$ cat config.mk
export PLATFORM = sky130hd
export DESIGN_NAME = lcc_exec
export DESIGN_NICKNAME = d
export VERILOG_FILES = /design/src/hdl/lcc_pkg.sv /design/src/hdl/lcc_exec.sv
export SDC_FILE = /design/constraint.sdc
export NUM_CORES = 1
export LEC_CHECK = 0
export BUFFER_PORTS_ARGS = -buffer_cell sky130_fd_sc_hd__buf_4
export CAP_MARGIN = 10
export CELL_PAD_IN_SITES_DETAIL_PLACEMENT = 1
export CELL_PAD_IN_SITES_GLOBAL_PLACEMENT = 2
export CORE_UTILIZATION = 29
export DETAILED_ROUTE_END_ITERATION = 10
export PLACE_DENSITY = 0.9
export SLEW_MARGIN = 20
export SYNTH_ARGS = -nofsm -noshare
export SYNTH_HDL_FRONTEND = slang
export SYNTH_SLANG_ARGS = --single-unit
export TNS_END_PERCENT = 100
$ cat constraint.sdc
create_clock -name vclk -period 4.68
set_input_delay 0.234 -clock vclk [all_inputs]
set_output_delay 0.234 -clock vclk [all_outputs]
set_load 0.01 [all_outputs]
$ cat src/hdl/lcc_pkg.sv
// Shared types and constants for the 16-bit instruction-step core.
// Holds the opcode and event codes and the execute result struct.
// No dependencies.
`timescale 1ns / 1ps
`default_nettype none

package lcc_pkg;

  // Main memory geometry (MEM_WORDS is a power of two)
  localparam int unsigned MEM_WORDS = 65536;
  localparam int unsigned MEM_AW    = $clog2(MEM_WORDS);
  localparam logic [MEM_AW-1:0] CLR_LAST = MEM_AW'(MEM_WORDS - 1);

  // Host operation codes
  localparam logic [1:0] OPER_WRITE = 2'd0;
  localparam logic [1:0] OPER_EXEC  = 2'd1;
  localparam logic [1:0] OPER_READ  = 2'd2;

  // Result event codes
  localparam logic [1:0] EV_NONE    = 2'd0;
  localparam logic [1:0] EV_NEWLINE = 2'd1;
  localparam logic [1:0] EV_PRINT   = 2'd2;
  localparam logic [1:0] EV_READ    = 2'd3;

  // Trap vectors
  localparam logic [4:0] TRAP_HALT    = 5'h00;
  localparam logic [4:0] TRAP_NEWLINE = 5'h01;
  localparam logic [4:0] TRAP_PRINT   = 5'h02;

  // Flag bit positions
  localparam int unsigned FLAG_N = 3;
  localparam int unsigned FLAG_Z = 2;
  localparam int unsigned FLAG_C = 1;
  localparam int unsigned FLAG_V = 0;

  // Link register of bl/blr
  localparam logic [2:0] LINK_REG = 3'd7;

  // Instruction opcodes (ir[15:12]); unlisted codes are no-ops
  typedef enum logic [3:0] {
    OP_BR   = 4'd0,
    OP_ADD  = 4'd1,
    OP_LD   = 4'd2,
    OP_ST   = 4'd3,
    OP_BL   = 4'd4,
    OP_AND  = 4'd5,
    OP_LDR  = 4'd6,
    OP_STR  = 4'd7,
    OP_NOT  = 4'd9,
    OP_JMP  = 4'd12,
    OP_LEA  = 4'd14,
    OP_TRAP = 4'd15
  } op_e;

  // Everything one instruction decides in its execute cycle
  typedef struct packed {
    logic [15:0] pc;
    logic [3:0]  flags;
    logic        halt;
    logic [1:0]  ev;
    logic [15:0] value;
    logic        rf_we;
    logic [2:0]  rf_waddr;
    logic [15:0] rf_wdata;
    logic        mem_rd;
    logic        mem_wr;
    logic [15:0] mem_addr;
    logic [15:0] mem_wdata;
  } exec_res_t;

  // Second register read port carries dr for stores and print, sr2 otherwise
  function automatic logic [2:0] port_b_addr(logic [15:0] ir);
    logic [3:0] op;
    op = ir[15:12];
    if (op == OP_ST || op == OP_STR || op == OP_TRAP) begin
      return ir[11:9];
    end
    return ir[2:0];
  endfunction

endpackage

`default_nettype wire

$ cat src/hdl/lcc_exec.sv
// Instruction execute logic: decode, ALU, branch test, address generation.
// Purely combinational; depends on lcc_pkg for opcodes and exec_res_t.
`timescale 1ns / 1ps
`default_nettype none

module lcc_exec
  import lcc_pkg::*;
(
  input  logic [15:0] ir_i,
  input  logic [15:0] pc_i,
  input  logic [3:0]  flags_i,
  input  logic [15:0] rs1_i,
  input  logic [15:0] rsb_i,
  output exec_res_t   res_o
);

  // Branch condition field
  typedef enum logic [2:0] {
    CC_EQ    = 3'd0,
    CC_NE    = 3'd1,
    CC_MI    = 3'd2,
    CC_NZ_EQ = 3'd3,
    CC_LT    = 3'd4,
    CC_GT    = 3'd5,
    CC_CS    = 3'd6,
    CC_AL    = 3'd7
  } cc_e;

  logic [15:0] pc_inc;
  logic [15:0] off9;
  logic [15:0] off11;
  logic [15:0] off6;
  logic [15:0] imm5;
  logic [15:0] op2;
  logic [15:0] base;
  logic [16:0] sum;
  logic [15:0] and_res;
  logic [15:0] not_res;
  logic        n;
  logic        z;
  logic        c;
  logic        v;
  logic        taken;
  logic        add_v;

  always_comb begin
    pc_inc  = pc_i + 16'd1;
    off9    = {{7{ir_i[8]}}, ir_i[8:0]};
    off11   = {{5{ir_i[10]}}, ir_i[10:0]};
    off6    = {{10{ir_i[5]}}, ir_i[5:0]};
    imm5    = {{11{ir_i[4]}}, ir_i[4:0]};
    op2     = ir_i[5] ? imm5 : rsb_i;
    sum     = {1'b0, rs1_i} + {1'b0, op2};
    add_v   = ~(rs1_i[15] ^ op2[15]) & (rs1_i[15] ^ sum[15]);
    and_res = rs1_i & op2;
    not_res = ~rs1_i;
    // blr through r7 sees the link value already written
    base    = (ir_i[8:6] == LINK_REG) ? pc_inc : rs1_i;

    n = flags_i[FLAG_N];
    z = flags_i[FLAG_Z];
    c = flags_i[FLAG_C];
    v = flags_i[FLAG_V];
    unique case (cc_e'(ir_i[11:9]))
      CC_EQ:    taken = z;
      CC_NE:    taken = !z;
      CC_MI:    taken = n;
      CC_NZ_EQ: taken = (n == z);
      CC_LT:    taken = (n != v);
      CC_GT:    taken = (n == v) && !z;
      CC_CS:    taken = c;
      CC_AL:    taken = 1'b1;
    endcase
  end

  always_comb begin
    res_o           = '0;
    res_o.pc        = pc_inc;
    res_o.flags     = flags_i;
    res_o.ev        = EV_NONE;
    res_o.rf_waddr  = ir_i[11:9];
    res_o.mem_addr  = pc_inc + off9;
    res_o.mem_wdata = rsb_i;

    unique case (op_e'(ir_i[15:12]))
      OP_BR: begin
        if (taken) begin
          res_o.pc = pc_inc + off9;
        end
      end
      OP_ADD: begin
        res_o.rf_we    = 1'b1;
        res_o.rf_wdata = sum[15:0];
        res_o.flags    = {sum[15], sum[15:0] == 16'd0, sum[16], add_v};
      end
      OP_LD: begin
        res_o.mem_rd = 1'b1;
      end
      OP_ST: begin
        res_o.mem_wr = 1'b1;
      end
      OP_BL: begin
        res_o.rf_we    = 1'b1;
        res_o.rf_waddr = LINK_REG;
        res_o.rf_wdata = pc_inc;
        res_o.pc       = ir_i[11] ? (pc_inc + off11) : (base + off6);
      end
      OP_AND: begin
        res_o.rf_we    = 1'b1;
        res_o.rf_wdata = and_res;
        res_o.flags    = {and_res[15], and_res == 16'd0, flags_i[FLAG_C], flags_i[FLAG_V]};
      end
      OP_LDR: begin
        res_o.mem_rd   = 1'b1;
        res_o.mem_addr = rs1_i + off6;
      end
      OP_STR: begin
        res_o.mem_wr   = 1'b1;
        res_o.mem_addr = rs1_i + off6;
      end
      OP_NOT: begin
        res_o.rf_we    = 1'b1;
        res_o.rf_wdata = not_res;
        res_o.flags    = {not_res[15], not_res == 16'd0, flags_i[FLAG_C], flags_i[FLAG_V]};
      end
      OP_JMP: begin
        res_o.pc = rs1_i + off6;
      end
      OP_LEA: begin
        res_o.rf_we    = 1'b1;
        res_o.rf_wdata = pc_inc + off9;
      end
      OP_TRAP: begin
        unique case (ir_i[4:0])
          TRAP_HALT:    res_o.halt = 1'b1;
          TRAP_NEWLINE: res_o.ev   = EV_NEWLINE;
          TRAP_PRINT: begin
            res_o.ev    = EV_PRINT;
            res_o.value = rsb_i;
          end
          default: ;
        endcase
      end
      default: ;
    endcase
  end

endmodule

`default_nettype wire

=== After elaboration in Yosys (flattened, before gate mapping) ===
Cells that the tools add are included.

* Bits in registers: 0
* Latch bits: 0
* Memory bits (writable): 0
* Memory bits (read-only): 0
* Output and inout bits: 93
* Memories kept: 0

* Add/sub/neg operators: 6
* Multiply operators: 0
* Divide/modulo/power cells: 0
* $lt $le $gt $ge: 0
* Equality and inequality tests: 24
* Shift-type cells: 0
* Muxes and demuxes: 17
* Bitwise gates (word level): 6
* Reductions and logical operators: 12

{| class="wikitable"
|+ Operator list
! operator !! count
|-
| $mux 16 || 6
|-
| $pmux 16 s5 || 1
|-
| $add 16x16->16 || 4
|-
| $logic_not 16->1 || 3
|-
| $pmux 16 s3 || 1
|-
| $mux 19 || 1
|-
| $add 16x16->17 || 1
|-
| $add 16x1->16 const B || 1
|-
| $and 16x16->16 || 1
|-
| $eq 4x3->1 const B || 4
|-
| $eq 4x4->1 const B || 4
|-
| $not 16->16 || 1
|-
| $eq 3x3->1 const B || 5
|-
| $pmux 4 s3 || 1
|-
| $eq 4x2->1 const B || 2
|-
| $pmux 1 s8 || 1
|-
| $eq 3x2->1 const B || 2
|-
| $reduce_or 2->1 || 3
|-
| $eq 5x1->1 const B || 1
|-
| $eq 5x2->1 const B || 1
|-
| $logic_not 5->1 || 1
|-
| $reduce_or 5->1 || 1
|-
| $eq 4x1->1 const B || 1
|-
| $logic_not 4->1 || 1
|-
| other kinds (12) || 17
|}

=== Longest topological paths before layout ===
* Depth after elaboration: 5
* Mapped depth: 16
* Mapped depth without buffers: 16

=== Worst setup path before layout ===
No wires, ideal clock.

* Path type: input -> output
* Start point: input port ir_i[6]
* End point: output port res_o[91] (netlist name)
* Data arrival time: 3.493 ns
* Setup slack: 0.953 ns
* Cell stages on the path: 14
* Cells stage by stage: nand3_1 > clkbuf_1 > o21ai_0 > ha_1 > fa_1 > a21o_1 > a21oi_1 > o21ai_2 > a31o_2 > a31oi_1 > o31ai_2 > mux2i_1 > a221o_1 > or4_1

{| class="wikitable"
|+ RTL lines
! element !! RTL line !! text
|-
| start: declaration || lcc_exec.sv:9 || <nowiki>input logic [15:0] ir_i,</nowiki>
|-
| end: declaration || lcc_exec.sv:14 || <nowiki>output exec_res_t res_o</nowiki>
|}

==> run_results.csv <==
group,metric,value,unit
run_status,run_status,"finished clean",
power,power_density,151,nW/µm²
placed_design,portBuffers,161,
sta,timing.fmax,233,MHz
clocking,cts_setup_buffers,0,
placed_design,routabilityCongestion,0.939,
sta,setup_viol,0,
sta,drv_slew,0,
power,irDropWorstVdd,0.0801,mV
sta,post-route-period-util,91.8,%
synthesis,syn_avg_cell_area,6.75,µm²
placed_design,hpwl,20600,µm
final_layout,layout-drive-gt1-share,23.0,%
floorplanning,core_area,18700,µm²
synthesis,synth_commonest_cells,"nand2_1, o21ai_0, ha_1, nor2_1, a21oi_1",
hold_path,worstHoldPathType,"input port to primary output",
placed_design,pre_cts_ws,359,ps
sta,rsz0062_at_grt,"no",
final_layout,seq_cells,0,
detailed_routing,firstDrtPassIters,5,
detailed_routing,vias,6943,
setup_path,crit_arrival,4060,ps
floorplanning,die_h,140,µm
floorplanning,rows,50,
synthesis,yosysSeqAreaShare,0,%
synthesis,yosysMostFrequentCell,"nand2_1",
final_layout,nClkBuffers,0,
floorplanning,ios,161,
sta,slew-limit-headroom,31.3,%
global_routing,grt_use_total,24.3,%
global_routing,overflow,0,
setup_path,path_class,"input port to primary output",
synthesis,synthCells,820,
sta,hold_viol,0,
setup_path,critical_path_required,4450,ps
final_layout,final_util,37.0,%
sta,fin_setup_tns,0,ps
synthesis,ys.warnings.count,0,
synthesis,yosysTopAreaCell,"ha_1",
final_layout,layout.nets,1100,
detailed_routing,ant_nets,0,
final_layout,regArea,0,µm²
setup_path,startpoint_type,"input port",
global_routing,first_global_vias,6643,
synthesis,synth_nets,966,
sta,layout_min_cycle_time,4290,ps
synthesis,synth.distinct_cells,73,
final_layout,diodes,0,
global_routing,grt_max_degree,38,
clocking,hold_buffers,0,
sta,setup_ws,386,ps
sta,fin_hold_ws,656,ps
detailed_routing,totalWireLength,24800,µm
detailed_routing,drc_errors,0,
synthesis,synth_top_cell_area_share,16.7,%
detailed_routing,avgViaCountPerCell,5.85,
setup_path,critical_path_peak_fanout,7,
detailed_routing,wl_per_cell,20.9,µm
final_layout,area_growth,24.9,%
floorplanning,die_area,19700,µm²
synthesis,syn_area,5540,µm²
floorplanning,fp.dieW,140,µm
synthesis,ys_top_cells_by_area,"ha_1, o21ai_0, xnor2_1",
global_routing,grt_pass1_wl,37800,µm
sta,worst_slew_pin_slew,1020,ps
detailed_routing,dr.first_iter.drc_count,403,
global_routing,antenna_found_initial,0,
job,maxCapViolations,0,
setup_path,cp-end-kind,"primary output",
floorplanning,start_util,29.6,%
power,p_leak,0.00318,µW
[cell type report]
class | instances | area [µm²]
fillers | 2421 | 11800
inverters | 37 | 139
multi-input cells | 742 | 5190
well taps | 234 | 293
repair buffers | 173 | 1300
[stage by stage]
stage | std cells | total power [µW] | cell area, µm²
floorplan | 820 | 652 | 5540
global placement | 1186 | 1020 | 6910
detailed placement | 1186 | 1030 | 6910
CTS | 1186 | 1040 | 6910
global route | 1186 | 1130 | 6920
finish | 1186 | 1050 | 6920
[cell usage in the layout, fill, tap and decap left out, types with 12 or more instances in the layout]
master | synthesis | final
nand3_1 | 19 | 18
a221oi_1 | 12 | 12
inv_1 | 37 | 37
ha_1 | 74 | 74
nor3_1 | 22 | 22
buf_4 | 16 | 173
a21o_1 | 19 | 19
xnor2_1 | 41 | 41
nor4_1 | 18 | 18
nand2_1 | 91 | 91
nand4_1 | 12 | 12
xor2_1 | 32 | 32
a21oi_1 | 54 | 54
mux2_2 | 17 | 17
o21ai_0 | 76 | 76
nor2_1 | 74 | 74
[worst paths after layout]
check / start / endpoint / slack (ps) / cells after the start
max: pc_i[0] / res_o[92] / 390 / 14
min: rsb_i[8] / res_o[8] / 660 / 2
[timing repair]
item	4_1_cts	5_1_grt
endpoints found under the setup margin	0	1
resized for setup	0	1
endpoints found under the hold margin	0	0
[layer usage]
layer | vias up | global-route usage (%) | wire (µm)
li1 | 3328 | - | -
met1 | 3351 | 33.3 | 11200
met3 | 34 | 2.22 | 1460
met4 | 0 | 5.44 | 539
met2 | 230 | 41.0 | 11600
met5 | - | 0 | 0
[logic make-up after synthesis]
family | count (synthesis) | synth area share, %
and+or+nand+nor | 296 | 25.7
AOI/OAI and AO/OA | 271 | 33.4
adders and majority gates | 78 | 18.2
buffers and inverters | 78 | 6.39
xor gates and xnor gates | 74 | 11.8
muxes | 23 | 4.54
[worst max-delay path, stage by stage]
cell and delay, ps:
buf_4 150, ha_1 260, xnor2_1 390, inv_1 90, ha_1 340, o21ai_0 270
nor3_1 90, nor2_1 260, a311oi_1 230, o21a_1 260, o311ai_0 840, and3b_1 270
a221oi_1 200, buf_4 170
[power breakdown]
part / total, µW / switching (µW) / internal, µW
clock: 0 / 0 / 0
combinational: 1050 / 611 / 436
sequential: 0 / 0 / 0
Power figures use the tool's default switching activity.
