File: src/hdl/lcc_pkg.sv
// Shared types and constants for the 16-bit instruction-step core.
// Holds the opcode and event codes and the execute result struct.
// No dependencies.
`timescale 1ns / 1ps
`default_nettype none

package lcc_pkg;

  // Main memory geometry (MEM_WORDS is a power of two)
  localparam int unsigned MEM_WORDS = 65536;
  localparam int unsigned MEM_AW    = $clog2(MEM_WORDS);
  localparam logic [MEM_AW-1:0] CLR_LAST = MEM_AW'(MEM_WORDS - 1);

  // Host operation codes
  localparam logic [1:0] OPER_WRITE = 2'd0;
  localparam logic [1:0] OPER_EXEC  = 2'd1;
  localparam logic [1:0] OPER_READ  = 2'd2;

  // Result event codes
  localparam logic [1:0] EV_NONE    = 2'd0;
  localparam logic [1:0] EV_NEWLINE = 2'd1;
  localparam logic [1:0] EV_PRINT   = 2'd2;
  localparam logic [1:0] EV_READ    = 2'd3;

  // Trap vectors
  localparam logic [4:0] TRAP_HALT    = 5'h00;
  localparam logic [4:0] TRAP_NEWLINE = 5'h01;
  localparam logic [4:0] TRAP_PRINT   = 5'h02;

  // Flag bit positions
  localparam int unsigned FLAG_N = 3;
  localparam int unsigned FLAG_Z = 2;
  localparam int unsigned FLAG_C = 1;
  localparam int unsigned FLAG_V = 0;

  // Link register of bl/blr
  localparam logic [2:0] LINK_REG = 3'd7;

  // Instruction opcodes (ir[15:12]); unlisted codes are no-ops
  typedef enum logic [3:0] {
    OP_BR   = 4'd0,
    OP_ADD  = 4'd1,
    OP_LD   = 4'd2,
    OP_ST   = 4'd3,
    OP_BL   = 4'd4,
    OP_AND  = 4'd5,
    OP_LDR  = 4'd6,
    OP_STR  = 4'd7,
    OP_NOT  = 4'd9,
    OP_JMP  = 4'd12,
    OP_LEA  = 4'd14,
    OP_TRAP = 4'd15
  } op_e;

  // Everything one instruction decides in its execute cycle
  typedef struct packed {
    logic [15:0] pc;
    logic [3:0]  flags;
    logic        halt;
    logic [1:0]  ev;
    logic [15:0] value;
    logic        rf_we;
    logic [2:0]  rf_waddr;
    logic [15:0] rf_wdata;
    logic        mem_rd;
    logic        mem_wr;
    logic [15:0] mem_addr;
    logic [15:0] mem_wdata;
  } exec_res_t;

  // Second register read port carries dr for stores and print, sr2 otherwise
  function automatic logic [2:0] port_b_addr(logic [15:0] ir);
    logic [3:0] op;
    op = ir[15:12];
    if (op == OP_ST || op == OP_STR || op == OP_TRAP) begin
      return ir[11:9];
    end
    return ir[2:0];
  endfunction

endpackage

`default_nettype wire

File: src/hdl/lcc_regfile.sv
// Eight-entry register file: two synchronous read ports, one write port.
// Valid bits make never-written registers read as zero. Uses lcc_pkg.
`timescale 1ns / 1ps
`default_nettype none

module lcc_regfile
  import lcc_pkg::*;
(
  input  logic        clk_i,
  input  logic        rst_ni,
  input  logic        re_i,
  input  logic [2:0]  raddr_a_i,
  input  logic [2:0]  raddr_b_i,
  output logic [15:0] rdata_a_o,
  output logic [15:0] rdata_b_o,
  input  logic        we_i,
  input  logic [2:0]  waddr_i,
  input  logic [15:0] wdata_i
);

  logic [15:0] regs [8];
  logic [7:0]  valid_q;
  logic [15:0] rdata_a_q;
  logic [15:0] rdata_b_q;

  // Valid bits: cleared by reset, set on first write
  always_ff @(posedge clk_i or negedge rst_ni) begin
    if (!rst_ni) begin
      valid_q <= '0;
    end else if (we_i) begin
      valid_q[waddr_i] <= 1'b1;
    end
  end

  // Storage and registered reads
  always_ff @(posedge clk_i) begin
    if (we_i) begin
      regs[waddr_i] <= wdata_i;
    end
    if (re_i) begin
      rdata_a_q <= valid_q[raddr_a_i] ? regs[raddr_a_i] : '0;
      rdata_b_q <= valid_q[raddr_b_i] ? regs[raddr_b_i] : '0;
    end
  end

  assign rdata_a_o = rdata_a_q;
  assign rdata_b_o = rdata_b_q;

endmodule

`default_nettype wire

File: config.mk
export PLATFORM = sky130hd
export DESIGN_NAME = lcc_regfile
export DESIGN_NICKNAME = d
export VERILOG_FILES = /design/src/hdl/lcc_pkg.sv /design/src/hdl/lcc_regfile.sv
export SDC_FILE = /design/constraint.sdc
export NUM_CORES = 1
export LEC_CHECK = 0
export BUFFER_PORTS_ARGS = -buffer_cell sky130_fd_sc_hd__buf_2
export CORE_MARGIN = 5
export CORE_UTILIZATION = 49
export DETAILED_ROUTE_END_ITERATION = 10
export GPL_ROUTABILITY_DRIVEN = 0
export HOLD_SLACK_MARGIN = 0.1
export PLACE_DENSITY = 0.67
export SYNTH_ARGS = -nofsm -noshare
export SYNTH_HDL_FRONTEND = slang
export SYNTH_SLANG_ARGS = --single-unit
File: constraint.sdc
create_clock -name clk_i -period 3.31 [get_ports clk_i]
set_input_delay 0.662 -clock clk_i [delete_from_list [all_inputs] [get_ports clk_i]]
set_output_delay 0.662 -clock clk_i [all_outputs]
set_load 0.02 [all_outputs]
Yosys cells after proc, flatten, opt, wreduce, memory -nomap -nowiden --
Memory sizes are Yosys's and may differ from the RTL's. A register that Yosys moved wholly into a read port is not among the register bits. Cells that the tools add are included.
Word-level totals: RAM bits 128, input bits 29, register bits 8, memories kept 1
Memories:
- regs | words 8, bits a word 16, read ports 2, clocked after Yosys merged registers in 2, write ports 1, RTL line lcc_regfile.sv:21 | logic [15:0] regs [8];
Cells by class: magnitude comparators 4, bitwise logic cells 1, muxes and demuxes 8, reductions and logical operators 3
Operators with widths (number):
- less-than comparator 3 x 4 -> 1 bit, second input constant | 3
- OR 8 bit | 1
- binary-select mux 1 bit (select 3 bit) | 2
- two-way mux 1 bit | 5
- demux 1 bit (select 3 bit) | 1
- greater-or-equal comparator 3 x 1 -> 1 bit, second input constant | 1
- logical NOT 1 bit | 2
- logical AND 1 bit | 1

Logic depth before layout (Yosys ltp) --
Gate-level depths: netlist of run 1.
depth after elaboration 5, gate-level depth with buffers 5, gate-level depth less buffers 3

Worst setup path after synthesis of run 1 --
OpenSTA, ideal clock, no wires.
path type input-to-reg, start point input port waddr_i[0], end point memory regs[0][0], enable pin, setup time 411 ps, data arrival time 2004 ps, required time 2899 ps, setup slack 896 ps, stages on the path 2, buffers on the path 0, cells stage by stage nand2b_1 > nor3_1
RTL lines:
- start, declared | RTL line lcc_regfile.sv:17 | input logic [2:0] waddr_i,
- end, declared | RTL line lcc_regfile.sv:21
Straight into the memory's write port.

Worst setup path in the final report of run 1 --
start point input port raddr_b_i[0], end point register rdata_b_q[10] (netlist: rdata_b_o[10]) (read register of regs) (data pin)
On the way: cells in the longest elaborated chain, start to end 3
Ends and longest elaborated chain:
- start, declared | RTL line lcc_regfile.sv:13 | input logic [2:0] raddr_b_i,
- binary-select mux 1 bit (select 3 bit) | RTL line lcc_regfile.sv:42 | rdata_b_q <= valid_q[raddr_b_i] ? regs[raddr_b_i] : '0;
- two-way mux 1 bit (implied by the code) | RTL line lcc_regfile.sv:42
- logical NOT 1 bit (no source line)
- end, declared | RTL line lcc_regfile.sv:24 | logic [15:0] rdata_b_q;
Several ways; a longest one is shown, not always the timed one. The select of a mux whose other input is x is not followed. A chain may end at the register's enable or synchronous reset.

==> results.py, run 1 <==
metrics = {
    "outcome": {
        "outcome": "completed",
    },
    "yosys": {
        "synth_top_area_share_pct": 64.61,
        "synth-async-reset-ratio_pct": 4.762,
        "ys_seq_area_share_pct": 67.31,
        "syn_area_mm2": 0.007436,
        "synth_commonest_cells": "160 x edfxtp_1, 68 x mux4_2, 32 x mux2i_1",
        "synth_area_per_cell_um2": 21.55,
        "ys_ff_latch": 168,
        "yosysWarnings": 0,
        "synthMostInstantiatedCell": "edfxtp_1",
        "synth_top_flop_cell": "edfxtp_1",
        "synth.distinct_cells": 15,
        "syn_nets": 374,
        "synth-edff-count": 160,
        "synth_area_leader_cell": "edfxtp_1",
        "synth_area_leaders": "edfxtp_1 65%, mux4_2 21%, mux2i_1 4.3%, nor2_4 3.0%, dfrtp_1 2.7%",
        "netlist_instances": 345,
    },
    "grt": {
        "grt_usage_pct": 18.08,
        "grt_max_degree": 35,
        "antenna_found_initial": 2,
        "grt_pass1_vias": 3964,
        "grt_remaining_overflow": 0,
        "grt_pass1_wl_um": 23020,
    },
    "critical_path": {
        "cp-start-kind": "primary input",
        "crit_chain": "buf_2 > buf_12 > mux4_2 > mux2i_4 > buf_4 > nor2_1",
        "critPathMaxFanout": 34,
        "worst-path-buf-inv": 3,
        "crit_arrival_ps": 2150,
        "path_delay_family": "multiplexers",
        "cpMaxStageDelayCell": "mux4_2",
        "cp-end-kind": "flop",
        "cpPeakStageDelay_ps": 580,
        "critPathKind": "primary input to flop",
        "crit_required_ps": 3490,
    },
    "final_layout": {
        "finalNetCount": 450,
        "final_layout_size_suffix_gt1_share_pct": 47.47,
        "post-route-util_pct": 57.34,
        "syn2layout_area_growth_pct": 15.92,
        "fillers": 1105,
    },
    "detailed_routing": {
        "drt_pass1_iterations": 4,
        "routed_via_density": 5.827,
        "drcViolationCount": 0,
        "vias": 3630,
        "wl_um": 14940,
        "avgRoutedWirePerCell_um": 23.98,
        "antenna_left": 0,
        "drt_iter0_markers": 278,
    },
    "timing": {
        "slew_headroom_pct": 44.29,
        "whs_ps": 496.4,
        "max_freq_mhz": 507.6,
        "finalCritPeriodShare_pct": 59.52,
        "skew_ps": 5.408,
        "finalHoldViolCount": 0,
        "finalSetupTns_ps": 0,
        "worst_pin_slew_ps": 835.7,
        "final_max_slew_viol_count": 0,
        "rsz0062_at_grt": "no",
        "setup_violations": 0,
        "min_period_ps": 1970,
    },
    "placement": {
        "io_buffers": 60,
        "dp_hpwl_um": 8785,
    },
    "pwr": {
        "peakVddDrop_mv": 0.3822,
        "power.density_mw_per_mm2": 589.2,
        "p_leak_nw": 2.964,
        "p_total_mw": 5.079,
    },
    "clocking": {
        "postCtsResizedCells": 0,
        "clock-root-buffer": "clkbuf_16",
        "cts_num_sinks": 168,
        "cts_tree": "yes",
        "insertion_delay_ps": 430,
        "path_clk_slew_ps": 60,
        "clk_path_buf_depth": 2,
        "cts_made_buffers": 17,
        "cts_setup_buffers": 0,
        "cts_max_level": 4,
        "holdBufCountCts": 1,
    },
    "floorplanning": {
        "top_level_ports": 61,
        "fp.dieArea_mm2": 0.01774,
        "die_x_um": 133.2,
        "fp-row-count": 45,
        "fp.dieH_um": 133.2,
        "initial_core_util_pct": 49.46,
        "core-area_mm2": 0.01503,
    },
    "flow_run": {
        "drv_cap": 0,
    },
    "hold_path": {
        "min_path_type": "primary input to flop",
    },
}
[cells by family (layout without fill, tap and decap cells)]
family	Yosys count	after routing	synth area share, %
other	0	1	0
buffers and inverters	22	111	2.087
and+or+nand+nor	53	53	5.099
DFF	168	168	67.31
muxes	102	102	25.51
[sequential cells by signal (all words and copies together), names as in the netlist]
register	count
rdata_b_o	16
regs	128
valid_q	8
rdata_a_o	16
[per-stage QoR]
stage                     setup slack (ps)  instance area [µm²]  cells
after floorplan                      895.6                 7436    345
after global placement               906.3                 7974    589
after detailed placement             878.8                 7974    589
after CTS                             1322                 8617    622
after global routing                  1266                 8620    623
final                                 1340                 8620    623
[layout make-up]
type | count | area, µm² | share of cell area [%]
repair buffers | 79 | 457.9 | 5.313
diodes | 1 | 2.502 | 0.02903
clock buffers | 17 | 425.4 | 4.935
clock inverters | 15 | 207.7 | 2.410
well taps | 188 | 235.2 | 2.729
multi-input cells | 155 | 2286 | 26.52
flip-flops and latches | 168 | 5005 | 58.06
[worst paths after layout]
path	start	endpoint	slack [ps]	depth (start not counted)
max	raddr_b_i[0]	rdata_b_o[10]$_SDFFCE_PN0P_	1340	6
min	wdata_i[12]	regs[1][12]$_DFFE_PP_	500	1
max reg2reg	valid_q[5]$_DFFE_PN0P_	rdata_a_o[4]$_SDFFCE_PN0P_	1460	4
min reg2reg	valid_q[4]$_DFFE_PN0P_	valid_q[4]$_DFFE_PN0P_	500	1
max in group asynchronous	rst_ni	valid_q[1]$_DFFE_PN0P_	2530	2
min in group asynchronous	rst_ni	valid_q[7]$_DFFE_PN0P_	610	2
[routing by layer]
metal / vias up / wire length (µm) / track usage, %
met1: 1921 / 5687 / 21.36
met3: 22 / 713 / 4.192
met4: 2 / 234 / 6.686
met2: 97 / 8293 / 32.39
li1: 1588 / - / -
met5: - / 7 / 0
[cells in the final DEF (no fill, tap or decap)]
cell type,instances
edfxtp_1,160
mux4_2,68
buf_2,60
mux2i_1,32
nor2_4,20
nor2_1,18
clkbuf_16,17
buf_4,17
or2_2,8
dfrtp_1,8
bufinv_16,5
clkinv_1,4
nand2b_1,3
nand2_1,2
nor3_2,2
mux2i_4,2
clkinvlp_4,2
clkinv_2,2
clkinv_4,2
diode_2,1
dlygate4sd3_1,1
buf_12,1
[where the power goes]
part	internal (mW)	switching, mW	total (mW)
registers	2.44	0.0365	2.48
logic	0.215	0.281	0.496
clock network	1.32	0.777	2.10
total	3.98	1.10	5.08
Note: power is estimated with default switching activity, not from simulation.
==> inputs of run 2 (changes only) <==
==> constraint.sdc (replaced) <==
create_clock -name clk_i -period 1.9 [get_ports clk_i]
set_input_delay 0.38 -clock clk_i [delete_from_list [all_inputs] [get_ports clk_i]]
set_output_delay 0.38 -clock clk_i [all_outputs]
set_load 0.02 [all_outputs]
==> run 2 against run 1 <==
Setup slack got worse by 1100 ps. Critical endpoint is now rdata_a_o[4]$_SDFFCE_PN0P_. Worst hold slack lost 280 ps. First-iteration DRC count down 27%. Sequential cell count stayed put. Wire length increased by 0.13%. Sequential power grew 74%. Global-route usage down 0.10 points. Non-clock buffer count increased by 7. Critical path depth shrank 2.
==> results.py, run 2 (synthesis results as in run 1) <==
metrics = {
    "final_layout": {
        "most-common-layout-cells": "160 x edfxtp_1, 68 x mux4_2, 60 x buf_2",
        "top_register": "regs",
        "largest_register_ffs": 128,
        "post-route-util_pct": 58.05,
        "final_common_cell": "edfxtp_1",
        "multi_input_area_mm2": 0.002286,
        "final_layout_size_suffix_gt1_share_pct": 48.75,
        "fin_area_mm2": 0.008727,
        "fillers": 1098,
        "syn2layout_area_growth_pct": 17.36,
        "seqCellArea_mm2": 0.005005,
        "diodes": 0,
        "finalNetCount": 457,
    },
    "floorplanning": {
        "die_x_um": 133.2,
        "fp.dieH_um": 133.2,
        "top_level_ports": 61,
        "initial_core_util_pct": 49.46,
        "fp-row-count": 45,
        "fp.dieArea_mm2": 0.01774,
        "core-area_mm2": 0.01503,
    },
    "critical_path": {
        "regToRegSetupSlack_ps": 220,
        "crit_required_ps": 2070,
        "critPathKind": "flop to flop",
        "cp-start-kind": "flop",
        "crit_arrival_ps": 1860,
        "cpMaxStageDelayCell": "mux4_2",
        "critPathMaxFanout": 9,
        "cpPeakStageDelay_ps": 520,
        "crit_chain": "mux4_2 > mux2i_4 > buf_12 > nor2_1",
        "worst-path-buf-inv": 1,
        "cp-end-kind": "flop",
        "path_delay_family": "multiplexers",
    },
    "pwr": {
        "p_total_mw": 8.412,
        "p_seq_share_pct": 51.4,
        "power.switching_mw": 1.942,
        "power.density_mw_per_mm2": 963.9,
        "combPwrFrac_pct": 10.8,
        "p_int_mw": 6.471,
        "swShare_pct": 23.08,
        "peakVddDrop_mv": 0.6162,
        "power_frac_clock_pct": 37.9,
        "p_leak_nw": 2.996,
    },
    "flow_run": {
        "drv_cap": 0,
    },
    "outcome": {
        "outcome": "completed",
    },
    "detailed_routing": {
        "vias": 3639,
        "avgRoutedWirePerCell_um": 23.78,
        "antenna_left": 0,
        "routed_via_density": 5.785,
        "drt_iter0_markers": 203,
        "drt_pass1_iterations": 4,
        "wl_um": 14960,
        "drcViolationCount": 0,
    },
    "timing": {
        "skew_ps": 7.645,
        "setup_violations": 0,
        "rsz0062_at_grt": "no",
        "finalCritPeriodShare_pct": 88.67,
        "min_period_ps": 1685,
        "final_max_slew_viol_count": 0,
        "worst_pin_slew_ps": 430.0,
        "slew_headroom_pct": 71.33,
        "max_freq_mhz": 593.5,
        "finalHoldViolCount": 0,
    },
    "grt": {
        "grt_remaining_overflow": 0,
        "antenna_found_initial": 1,
        "grt_max_degree": 34,
        "grt_pass1_wl_um": 22910,
        "grt_pass1_vias": 3935,
        "grt_usage_pct": 17.98,
    },
    "clocking": {
        "holdBufCountCts": 1,
        "postCtsResizedCells": 0,
        "clock-root-buffer": "clkbuf_16",
        "clk_path_buf_depth": 2,
        "cts_made_buffers": 17,
        "cts_setup_buffers": 0,
        "cts_num_sinks": 168,
        "insertion_delay_ps": 420,
        "path_clk_slew_ps": 60,
        "cts_tree": "yes",
        "cts_max_level": 4,
    },
    "placement": {
        "io_buffers": 60,
        "post_dp_cell_area_mm2": 0.008164,
        "dp_hpwl_um": 9285,
    },
    "hold_path": {
        "min_path_type": "primary input to flop",
    },
}
[run 2: per-layer routing]
metal  wire length (µm)  vias up  track usage (%)
li1                   -     1608                -
met1               6048     1934            22.67
met2               8087       87            31.04
met3                683       10            4.343
met4                138        0            5.600
met5                  0        -                0
[run 2: worst register-to-register path, cell delays in order, from the launching register on]
cell     delay, ps
dfrtp_1        390
mux4_2         520
mux2i_4        240
buf_12         200
nor2_1          90
[run 2: through the flow]
step	hold WS [ps]	instances	setup slack, ps	setup TNS, ps
floorplan	84.41	345	78.33	0
global placement	226.9	596	-20.19	-22.40
detailed placement	231.2	596	-43.53	-170.2
CTS	201.6	629	192.8	0
global route	209.8	629	159.0	0
finish	217.5	629	215.2	0
[run 2: path summary, 6_finish.rpt]
| check | from | endpoint | depth (start not counted) |
|---|---|---|---|
| worst max-delay path | valid_q[5]$_DFFE_PN0P_ | rdata_a_o[4]$_SDFFCE_PN0P_ | 4 |
| worst min-delay path | wdata_i[0] | regs[0][0]$_DFFE_PP_ | 1 |
| worst max register to register | valid_q[5]$_DFFE_PN0P_ | rdata_a_o[4]$_SDFFCE_PN0P_ | 4 |
| worst min register to register | valid_q[4]$_DFFE_PN0P_ | valid_q[4]$_DFFE_PN0P_ | 1 |
| max in group asynchronous | rst_ni | valid_q[2]$_DFFE_PN0P_ | 2 |
| min in group asynchronous | rst_ni | valid_q[0]$_DFFE_PN0P_ | 2 |
[run 2: cell type report]
cell class              count  share of cell area (%)
clock buffers              18                   4.918
repair buffers             86                   7.427
flip-flops and latches    168                   57.35
clock inverters            14                   1.419
well taps                 188                   2.695
multi-input cells         155                   26.19
[run 2: power groups by stage]
stage	Combinational (mW)	Sequential (mW)	Clock (mW)
2_1_floorplan	0.496	4.47	0
3_3_place_gp	0.907	4.39	0
3_5_place_dp	0.922	4.40	0
4_1_cts	0.925	4.32	3.24
5_1_grt	0.977	4.33	3.43
6_report	0.906	4.32	3.19
